===== src/sv/fprx_pkg.sv =====
// Shared types and codes for the framed packet receiver.
`default_nettype none

package fprx_pkg;

	// Default depth of the payload store
	localparam int unsigned PAYLOAD_DEPTH_DEF = 256;

	// Input word opcodes
	typedef enum logic {
		OP_RX   = 1'b0,
		OP_READ = 1'b1
	} opcode_t;

	// Result status codes
	typedef enum logic [2:0] {
		ST_BUSY     = 3'd0,
		ST_ACCEPT   = 3'd1,
		ST_CHK_DROP = 3'd2,
		ST_END_DROP = 3'd3,
		ST_IGNORED  = 3'd4,
		ST_READ     = 3'd5
	} status_t;

	// Configuration register indexes
	typedef enum logic {
		CFG_START_MARKER = 1'b0,
		CFG_END_MARKER   = 1'b1
	} cfg_index_t;

	// Receiver phase, one-hot
	typedef enum logic [5:0] {
		PH_HUNT = 6'b000001,
		PH_LEN  = 6'b000010,
		PH_DATA = 6'b000100,
		PH_CHK  = 6'b001000,
		PH_END  = 6'b010000,
		PH_DONE = 6'b100000
	} phase_t;

	// Store write request from the deframer
	typedef struct packed {
		logic       en;
		logic [7:0] addr;
		logic [7:0] data;
	} store_wr_t;

	// Per-word result from the deframer
	typedef struct packed {
		status_t    status;
		logic       frame_ok;
		logic [7:0] payload_length;
	} frame_res_t;

endpackage

`default_nettype wire


===== src/sv/fprx_store.sv =====
// Payload byte store: one write port, one registered read port.
`default_nettype none

module fprx_store #(
	parameter int unsigned PAYLOAD_DEPTH = fprx_pkg::PAYLOAD_DEPTH_DEF
) (
	input  wire logic                clk,
	input  wire fprx_pkg::store_wr_t wr,
	input  wire logic                rd_en,
	input  wire logic [7:0]          rd_addr,
	output logic [7:0]               rd_data
);
	import fprx_pkg::*;

	localparam int unsigned AW = (PAYLOAD_DEPTH > 1) ? $clog2(PAYLOAD_DEPTH) : 1;

	logic [7:0] mem_q [PAYLOAD_DEPTH];
	logic [7:0] rd_data_q;

	// Write one payload byte
	always_ff @(posedge clk) begin
		if (wr.en) begin
			mem_q[wr.addr[AW-1:0]] <= wr.data;
		end
	end

	// Read and hold until the next read
	always_ff @(posedge clk) begin
		if (rd_en) begin
			rd_data_q <= mem_q[rd_addr[AW-1:0]];
		end
	end

	assign rd_data = rd_data_q;

endmodule

`default_nettype wire


===== src/sv/fprx_deframer.sv =====
// Frame parser: phase, length, position and checksum state with store writes.
`default_nettype none

module fprx_deframer #(
	parameter int unsigned PAYLOAD_DEPTH = fprx_pkg::PAYLOAD_DEPTH_DEF
) (
	input  wire logic                 clk,
	input  wire logic                 arst_n,
	input  wire logic                 step,
	input  wire fprx_pkg::opcode_t    opcode,
	input  wire logic [7:0]           rx_byte,
	input  wire logic [7:0]           start_marker,
	input  wire logic [7:0]           end_marker,
	output fprx_pkg::frame_res_t      res,
	output fprx_pkg::store_wr_t       wr
);
	import fprx_pkg::*;

	localparam logic [8:0] DEPTH_W = 9'(PAYLOAD_DEPTH);

	phase_t     phase_q, phase_d;
	logic [7:0] frame_length_q, frame_length_d;
	logic [7:0] byte_position_q, byte_position_d;
	logic [7:0] running_sum_q, running_sum_d;
	logic [7:0] pos_inc;
	status_t    status_d;
	logic       ok_d;
	logic       wr_en_d;

	assign pos_inc = byte_position_q + 8'd1;

	// Next state for one link word
	always_comb begin
		phase_d         = phase_q;
		frame_length_d  = frame_length_q;
		byte_position_d = byte_position_q;
		running_sum_d   = running_sum_q;
		status_d        = ST_BUSY;
		ok_d            = 1'b0;
		wr_en_d         = 1'b0;
		if (opcode == OP_READ) begin
			status_d = ST_READ;
		end else begin
			case (phase_q)
				PH_HUNT: begin
					if (rx_byte == start_marker) begin
						running_sum_d   = '0;
						byte_position_d = '0;
						phase_d         = PH_LEN;
					end else begin
						status_d = ST_IGNORED;
					end
				end
				PH_LEN: begin
					frame_length_d = rx_byte;
					phase_d        = (rx_byte == 8'd0) ? PH_CHK : PH_DATA;
				end
				PH_DATA: begin
					wr_en_d         = ({1'b0, byte_position_q} < DEPTH_W);
					running_sum_d   = running_sum_q + rx_byte;
					byte_position_d = pos_inc;
					if (pos_inc >= frame_length_q) begin
						phase_d = PH_CHK;
					end
				end
				PH_CHK: begin
					if (rx_byte == running_sum_q) begin
						phase_d = PH_END;
					end else begin
						phase_d         = PH_HUNT;
						frame_length_d  = '0;
						byte_position_d = '0;
						running_sum_d   = '0;
						status_d        = ST_CHK_DROP;
					end
				end
				PH_END: begin
					if (rx_byte == end_marker) begin
						phase_d  = PH_DONE;
						status_d = ST_ACCEPT;
						ok_d     = 1'b1;
					end else begin
						phase_d         = PH_HUNT;
						frame_length_d  = '0;
						byte_position_d = '0;
						running_sum_d   = '0;
						status_d        = ST_END_DROP;
					end
				end
				default: begin
					// Word after an accepted frame: consume it and rehunt
					phase_d         = PH_HUNT;
					frame_length_d  = '0;
					byte_position_d = '0;
					running_sum_d   = '0;
					status_d        = ST_IGNORED;
				end
			endcase
		end
	end

	// Advance state on each word taken
	always_ff @(posedge clk or negedge arst_n) begin
		if (!arst_n) begin
			phase_q         <= PH_HUNT;
			frame_length_q  <= '0;
			byte_position_q <= '0;
			running_sum_q   <= '0;
		end else if (step) begin
			phase_q         <= phase_d;
			frame_length_q  <= frame_length_d;
			byte_position_q <= byte_position_d;
			running_sum_q   <= running_sum_d;
		end
	end

	assign res.status         = status_d;
	assign res.frame_ok       = ok_d;
	assign res.payload_length = frame_length_d;

	assign wr.en   = step && wr_en_d;
	assign wr.addr = byte_position_q;
	assign wr.data = rx_byte;

endmodule

`default_nettype wire


===== src/sv/framed_packet_receiver_core.sv =====
// Top level of the framed packet receiver: input register, parser, store, result register.
`default_nettype none

// Deframes start marker / length / payload / additive checksum / end marker
// frames from a byte link and answers reads of the stored payload. One word
// is taken every cycle unless the input is stalled; each word goes through an
// input register and a result register before its result reaches the outputs.
// The parser makes at most one store write per word; the payload store has one
// write port and one registered read port, and reads see every earlier payload
// write. The store is not cleared after reset and needs no clearing pass.
// Configuration (markers) is written through a port that is always ready.

module framed_packet_receiver_core #(
	parameter int unsigned PAYLOAD_DEPTH = fprx_pkg::PAYLOAD_DEPTH_DEF
) (
	input  wire logic       clk,
	input  wire logic       arst_n,
	// Input words
	input  wire logic       in_valid,
	output logic            in_stall,
	input  wire logic       opcode,
	input  wire logic [7:0] rx_byte,
	input  wire logic [7:0] read_index,
	// Results
	output logic            out_valid,
	input  wire logic       out_stall,
	output logic [2:0]      status,
	output logic            frame_ok,
	output logic [7:0]      payload_length,
	output logic [7:0]      read_data,
	// Configuration writes
	input  wire logic       cfg_valid,
	output logic            cfg_ready,
	input  wire logic       cfg_index,
	input  wire logic [7:0] cfg_data
);
	import fprx_pkg::*;

	localparam logic [8:0] DEPTH_W = 9'(PAYLOAD_DEPTH);

	logic       valid_s1;
	opcode_t    opcode_s1;
	logic [7:0] rx_byte_s1;
	logic [7:0] read_index_s1;

	logic       valid_s2;
	status_t    status_s2;
	logic       frame_ok_s2;
	logic [7:0] payload_length_s2;
	logic       rd_ok_s2;

	logic [7:0] start_marker_q;
	logic [7:0] end_marker_q;

	logic       adv_s2;
	logic       adv_s1;
	logic       take;
	logic       rd_en;
	logic [7:0] rd_data;

	frame_res_t res;
	store_wr_t  wr;

	// Handshake: result register frees when empty or drained
	assign adv_s2   = !valid_s2 || !out_stall;
	assign adv_s1   = valid_s1 && adv_s2;
	assign in_stall = valid_s1 && !adv_s2;
	assign take     = in_valid && !in_stall;
	assign rd_en    = adv_s1 && (opcode_s1 == OP_READ);

	// Configuration registers
	assign cfg_ready = 1'b1;

	always_ff @(posedge clk or negedge arst_n) begin
		if (!arst_n) begin
			start_marker_q <= 8'd2;
			end_marker_q   <= 8'd3;
		end else if (cfg_valid && cfg_ready) begin
			case (cfg_index_t'(cfg_index))
				CFG_START_MARKER: start_marker_q <= cfg_data;
				CFG_END_MARKER:   end_marker_q   <= cfg_data;
				default:          start_marker_q <= start_marker_q;
			endcase
		end
	end

	// Input register
	always_ff @(posedge clk or negedge arst_n) begin
		if (!arst_n) begin
			valid_s1 <= 1'b0;
		end else if (take || adv_s1) begin
			valid_s1 <= take;
		end
	end

	always_ff @(posedge clk) begin
		if (take) begin
			opcode_s1     <= opcode_t'(opcode);
			rx_byte_s1    <= rx_byte;
			read_index_s1 <= read_index;
		end
	end

	fprx_deframer #(
		.PAYLOAD_DEPTH(PAYLOAD_DEPTH)
	) u_deframer (
		.clk          (clk),
		.arst_n       (arst_n),
		.step         (adv_s1),
		.opcode       (opcode_s1),
		.rx_byte      (rx_byte_s1),
		.start_marker (start_marker_q),
		.end_marker   (end_marker_q),
		.res          (res),
		.wr           (wr)
	);

	fprx_store #(
		.PAYLOAD_DEPTH(PAYLOAD_DEPTH)
	) u_store (
		.clk     (clk),
		.wr      (wr),
		.rd_en   (rd_en),
		.rd_addr (read_index_s1),
		.rd_data (rd_data)
	);

	// Result register
	always_ff @(posedge clk or negedge arst_n) begin
		if (!arst_n) begin
			valid_s2 <= 1'b0;
		end else if (adv_s2) begin
			valid_s2 <= valid_s1;
		end
	end

	always_ff @(posedge clk) begin
		if (adv_s1) begin
			status_s2         <= res.status;
			frame_ok_s2       <= res.frame_ok;
			payload_length_s2 <= res.payload_length;
			rd_ok_s2          <= (opcode_s1 == OP_READ) &&
				({1'b0, read_index_s1} < DEPTH_W);
		end
	end

	assign out_valid      = valid_s2;
	assign status         = status_s2;
	assign frame_ok       = frame_ok_s2;
	assign payload_length = payload_length_s2;
	assign read_data      = rd_ok_s2 ? rd_data : 8'd0;

endmodule

`default_nettype wire


===== config.mk =====
export PLATFORM = sky130hd
export DESIGN_NAME = framed_packet_receiver_core
export DESIGN_NICKNAME = d
export VERILOG_FILES = /design/src/sv/fprx_pkg.sv /design/src/sv/fprx_store.sv /design/src/sv/fprx_deframer.sv /design/src/sv/framed_packet_receiver_core.sv
export SDC_FILE = /design/constraint.sdc
export NUM_CORES = 2
export LEC_CHECK = 0
export ABC_AREA = 0
export ABC_CLOCK_PERIOD_IN_PS = 14000
export CORE_MARGIN = 8
export CORE_UTILIZATION = 60
export DETAILED_ROUTE_END_ITERATION = 10
export DONT_BUFFER_PORTS = 1
export PLACE_DENSITY = 0.75
export RECOVER_POWER = 100
export SLEW_MARGIN = 20
export SYNTH_ARGS = -nofsm -noshare
export SYNTH_HDL_FRONTEND = slang
export SYNTH_SLANG_ARGS = --single-unit

===== constraint.sdc =====
create_clock -name clk -period 14 [get_ports clk]
set_input_delay 0.7 -clock clk [delete_from_list [all_inputs] [get_ports clk]]
set_output_delay 0.7 -clock clk [all_outputs]
set_load 0.01 [all_outputs]

==> results_dict.tcl <==
set metrics [dict create \
    status "finished, violations left" \
    violations "capacitance limit, slew limit" \
    fill_cells 8512 \
    gr-total-overflow 0 \
    max-clock-path-buffers 3 \
    crit_path_end_kind "flip-flop" \
    coreArea_sq_mm 0.137 \
    ys.flop_type "edfxtp_1" \
    whs_path_depth 2 \
    ant_nets 0 \
    ff_latch_area_sq_mm 0.0638 \
    clock-sinks 2134 \
    rows 136 \
    swShare_pct 21.5 \
    reg2reg_from "read_index_s1[0]" \
    layout_commonest_cell "edfxtp_1" \
    cp.arrival_ns 9.04 \
    place_congestion 0.838 \
    required_ns 14.61 \
    area_growth_pct 9.76 \
    post-route-util_pct 66.2 \
    synth.avg_cell_area_sq_um 21.0 \
    power.leakage_nw 28.1 \
    ir_drop_v 0.000135 \
    cts-htree-levels 4 \
    root_buffer "clkbuf_16" \
    ys_seq_area_share_pct 77.2 \
    ios 54 \
    syn_nets 3982 \
    async_flop_share_pct 2.25 \
    synth_edf_count 2086 \
    drive_above_1_share_pct 20.4 \
    hpwl_microns 111000 \
    ys_seq_elements 2134 \
    dr.pass1.iters 6 \
    mappedNetlistArea_sq_mm 0.0827 \
    grt_pass1_vias 40500 \
    cts_tree "yes" \
    postSynthCellCount 3931 \
    die_area_sq_mm 0.150 \
    min-delay-start "out_stall" \
    hp-class "in -> reg" \
    totalWireLength_microns 194000 \
    ys_warn_count 0 \
    drt_iter0_drc 5431 \
    ff2ff_setup_slack_ns 5.56 \
    period_share_pct 60.3 \
    setup_tns_ns 0 \
    layout_min_cycle_time_ns 8.44 \
    slew_viol_final 1221 \
    grt_max_degree 233 \
    clk-insertion-delay-late_ns 0.84 \
    cp-start-kind "flip-flop" \
    fmax_mhz 118 \
    r2r.worst_path.cells 9 \
    num-nets-final 4066 \
    layout_common_cells "edfxtp_1, mux4_2, nor2_1" \
    fin_skew_ns 0.0222 \
    multiInputGateArea_sq_mm 0.0175 \
    critPathLaunch "read_index_s1[0]" \
    pwr-share-comb_pct 5.6 \
    pwr-share-clk_pct 39.9 \
    antenna_found_initial 6 \
    worstSetupPathType "reg -> reg" \
    cts_setup_buffers 0 \
    initial_core_util_pct 60.3 \
    io_buffers 0 \
    vias_per_cell 6.83 \
    synth_cell_type_count 55 \
    min_to "valid_s1" \
    hold_viol_final 0 \
    p_int_w 0.0102 \
    p_per_area_mw_per_mm2 144 \
    pwr-share-seq_pct 54.5 \
    rsz0062_at_grt "no" \
    cts_made_buffers 202 \
    routedWlPerCell_microns 32.5 \
    r2r-end "u_store.rd_data[7]" \
    die_w_microns 387 \
    grtUsageTotal_pct 25.4 \
    p_sw_w 0.00280 \
    grt_pass1_wl_microns 280000 \
    vias 40800 \
    crit_fanout 98 \
    worstMarginPinSlew_ns 8.28 \
    drv_cap 17 \
    drc 0 \
    setup_viol 0 \
    clk_pin_slew_ns 0.06 \
    slew_headroom_pct -452 \
    die_height_microns 387 \
]
-- cell usage after synthesis (3+ instances only) --
library cell	count	area, sq um
buf_1	9	33.8
a22o_1	38	333
nand2b_1	11	68.8
o21ai_1	6	30.0
nand3_1	24	120
o211ai_1	17	128
o21ai_0	10	50.1
buf_6	35	394
nor2_1	324	1220
o22ai_1	122	763
nor2b_1	16	100
nand3b_1	3	22.5
a21o_1	6	45.0
a211o_1	16	140
inv_1	16	60.1
ha_1	19	238
and2_1	17	106
nand4_1	3	18.8
xnor2_1	15	131
nor3_1	9	45.0
mux2_2	22	248
a21oi_1	62	310
buf_4	26	195
a2111oi_2	6	90.1
edfxtp_1	2086	62600
xor2_1	15	131
clkbuf_1	98	368
mux2i_1	74	741
dfrtp_1	44	1100
and3_1	4	25.0
nor4_1	20	125
o31ai_1	3	22.5
dfstp_2	4	105
a211oi_1	16	120
buf_2	53	265
a22oi_1	92	691
mux4_2	486	10900
a31oi_1	10	62.6
nand2_1	71	267
-- area by class of cell --
class                           instances  area share [%]
Tap cell                             1794            2.47
Sequential cell                      2134            70.3
Inverter                               16          0.0661
Clock buffer                          248            5.87
Antenna cell                            4          0.0110
Clock inverter                        118           0.989
Timing Repair Buffer                  105           0.959
Multi-Input combinational cell       1556            19.3
-- metal layers --
layer | part of all wire (%) | GRT usage, %
met5 | 0.0057 | 0
met4 | 3.6 | 9.23
met3 | 12 | 6.85
met2 | 47 | 38.6
met1 | 38 | 36.2
-- worst max path at each step --
stage | depth (start not counted) | endpoint | slack [ns]
after global routing | 10 | u_store.rd_data[5] | 4.52
final | 9 | u_store.rd_data[7] | 5.56
after detailed placement | 9 | u_store.rd_data[0] | 8.45
after global placement | 9 | u_store.rd_data[0] | 8.51
after CTS | 9 | u_store.rd_data[0] | 8.36
after floorplan | 8 | u_deframer.running_sum_q[7] | 8.70
-- kinds of logic after synthesis --
group / share of synthesized area (%)
AO/OA/AOI/OAI: 3.39
multiplexers: 14.4
flip-flops: 77.2
buffers and inverters: 1.66
XOR/XNOR: 0.318
other: 0.00453
AND/OR/NAND/NOR: 2.73
adder cells (fa/ha/maj): 0.312
-- worst max-delay path, cell delays in order (launching register included) --
cell and delay (ns):
edfxtp_1 0.35, buf_4 0.70, buf_12 0.68, clkbuf_1 2.75, nand3b_1 1.82, o22ai_1 0.58, a211oi_1 0.10, a21oi_1 0.37
nand3_1 0.24, a2111oi_0 0.46
-- registers in the layout, summed over array words and instances, names as in the netlist --
name and count:
u_store.rd_data 8, status 3, u_store.mem_q 2048, u_deframer.frame_length_q 8, rd_ok_s2 1, u_deframer.byte_position_q 8, end_marker_q 8, read_index_s1 8
u_deframer.phase_q 6, opcode_s1 1, payload_length 8, rx_byte_s1 8, frame_ok 1, start_marker_q 8, out_valid 1, valid_s1 1
u_deframer.running_sum_q 8
-- power by group through the flow --
stage	combinational, W	sequential, W	clock [W]
floorplan	0.000437	0.00729	0
detailed placement	0.000714	0.00723	0
CTS	0.000728	0.00710	0.00525
global placement	0.000698	0.00723	0
finish	0.000727	0.00711	0.00521
global route	0.000768	0.00711	0.00548
-- per-stage QoR --
stage / setup slack [ns] / power [W] / area (sq um) / std cells / hold WS (ns)
6_report: 5.56 / 0.0130 / 90800 / 5975 / 0.0733
5_1_grt: 4.52 / 0.0134 / 90800 / 5971 / 0.0840
4_1_cts: 8.36 / 0.0131 / 90900 / 5970 / 0.00925
3_5_place_dp: 8.45 / 0.00795 / 84400 / 5575 / 0.406
3_3_place_gp: 8.51 / 0.00793 / 84400 / 5575 / 0.406
2_1_floorplan: 8.70 / 0.00773 / 82700 / 3931 / 0.404
-- timing repair --
item,CTS,global route
resized for setup,0,0
hold buffers,29,0
setup endpoints to repair,0,0
endpoints found under the hold margin,83,0
No activity file was read; power rests on OpenSTA's default activity.
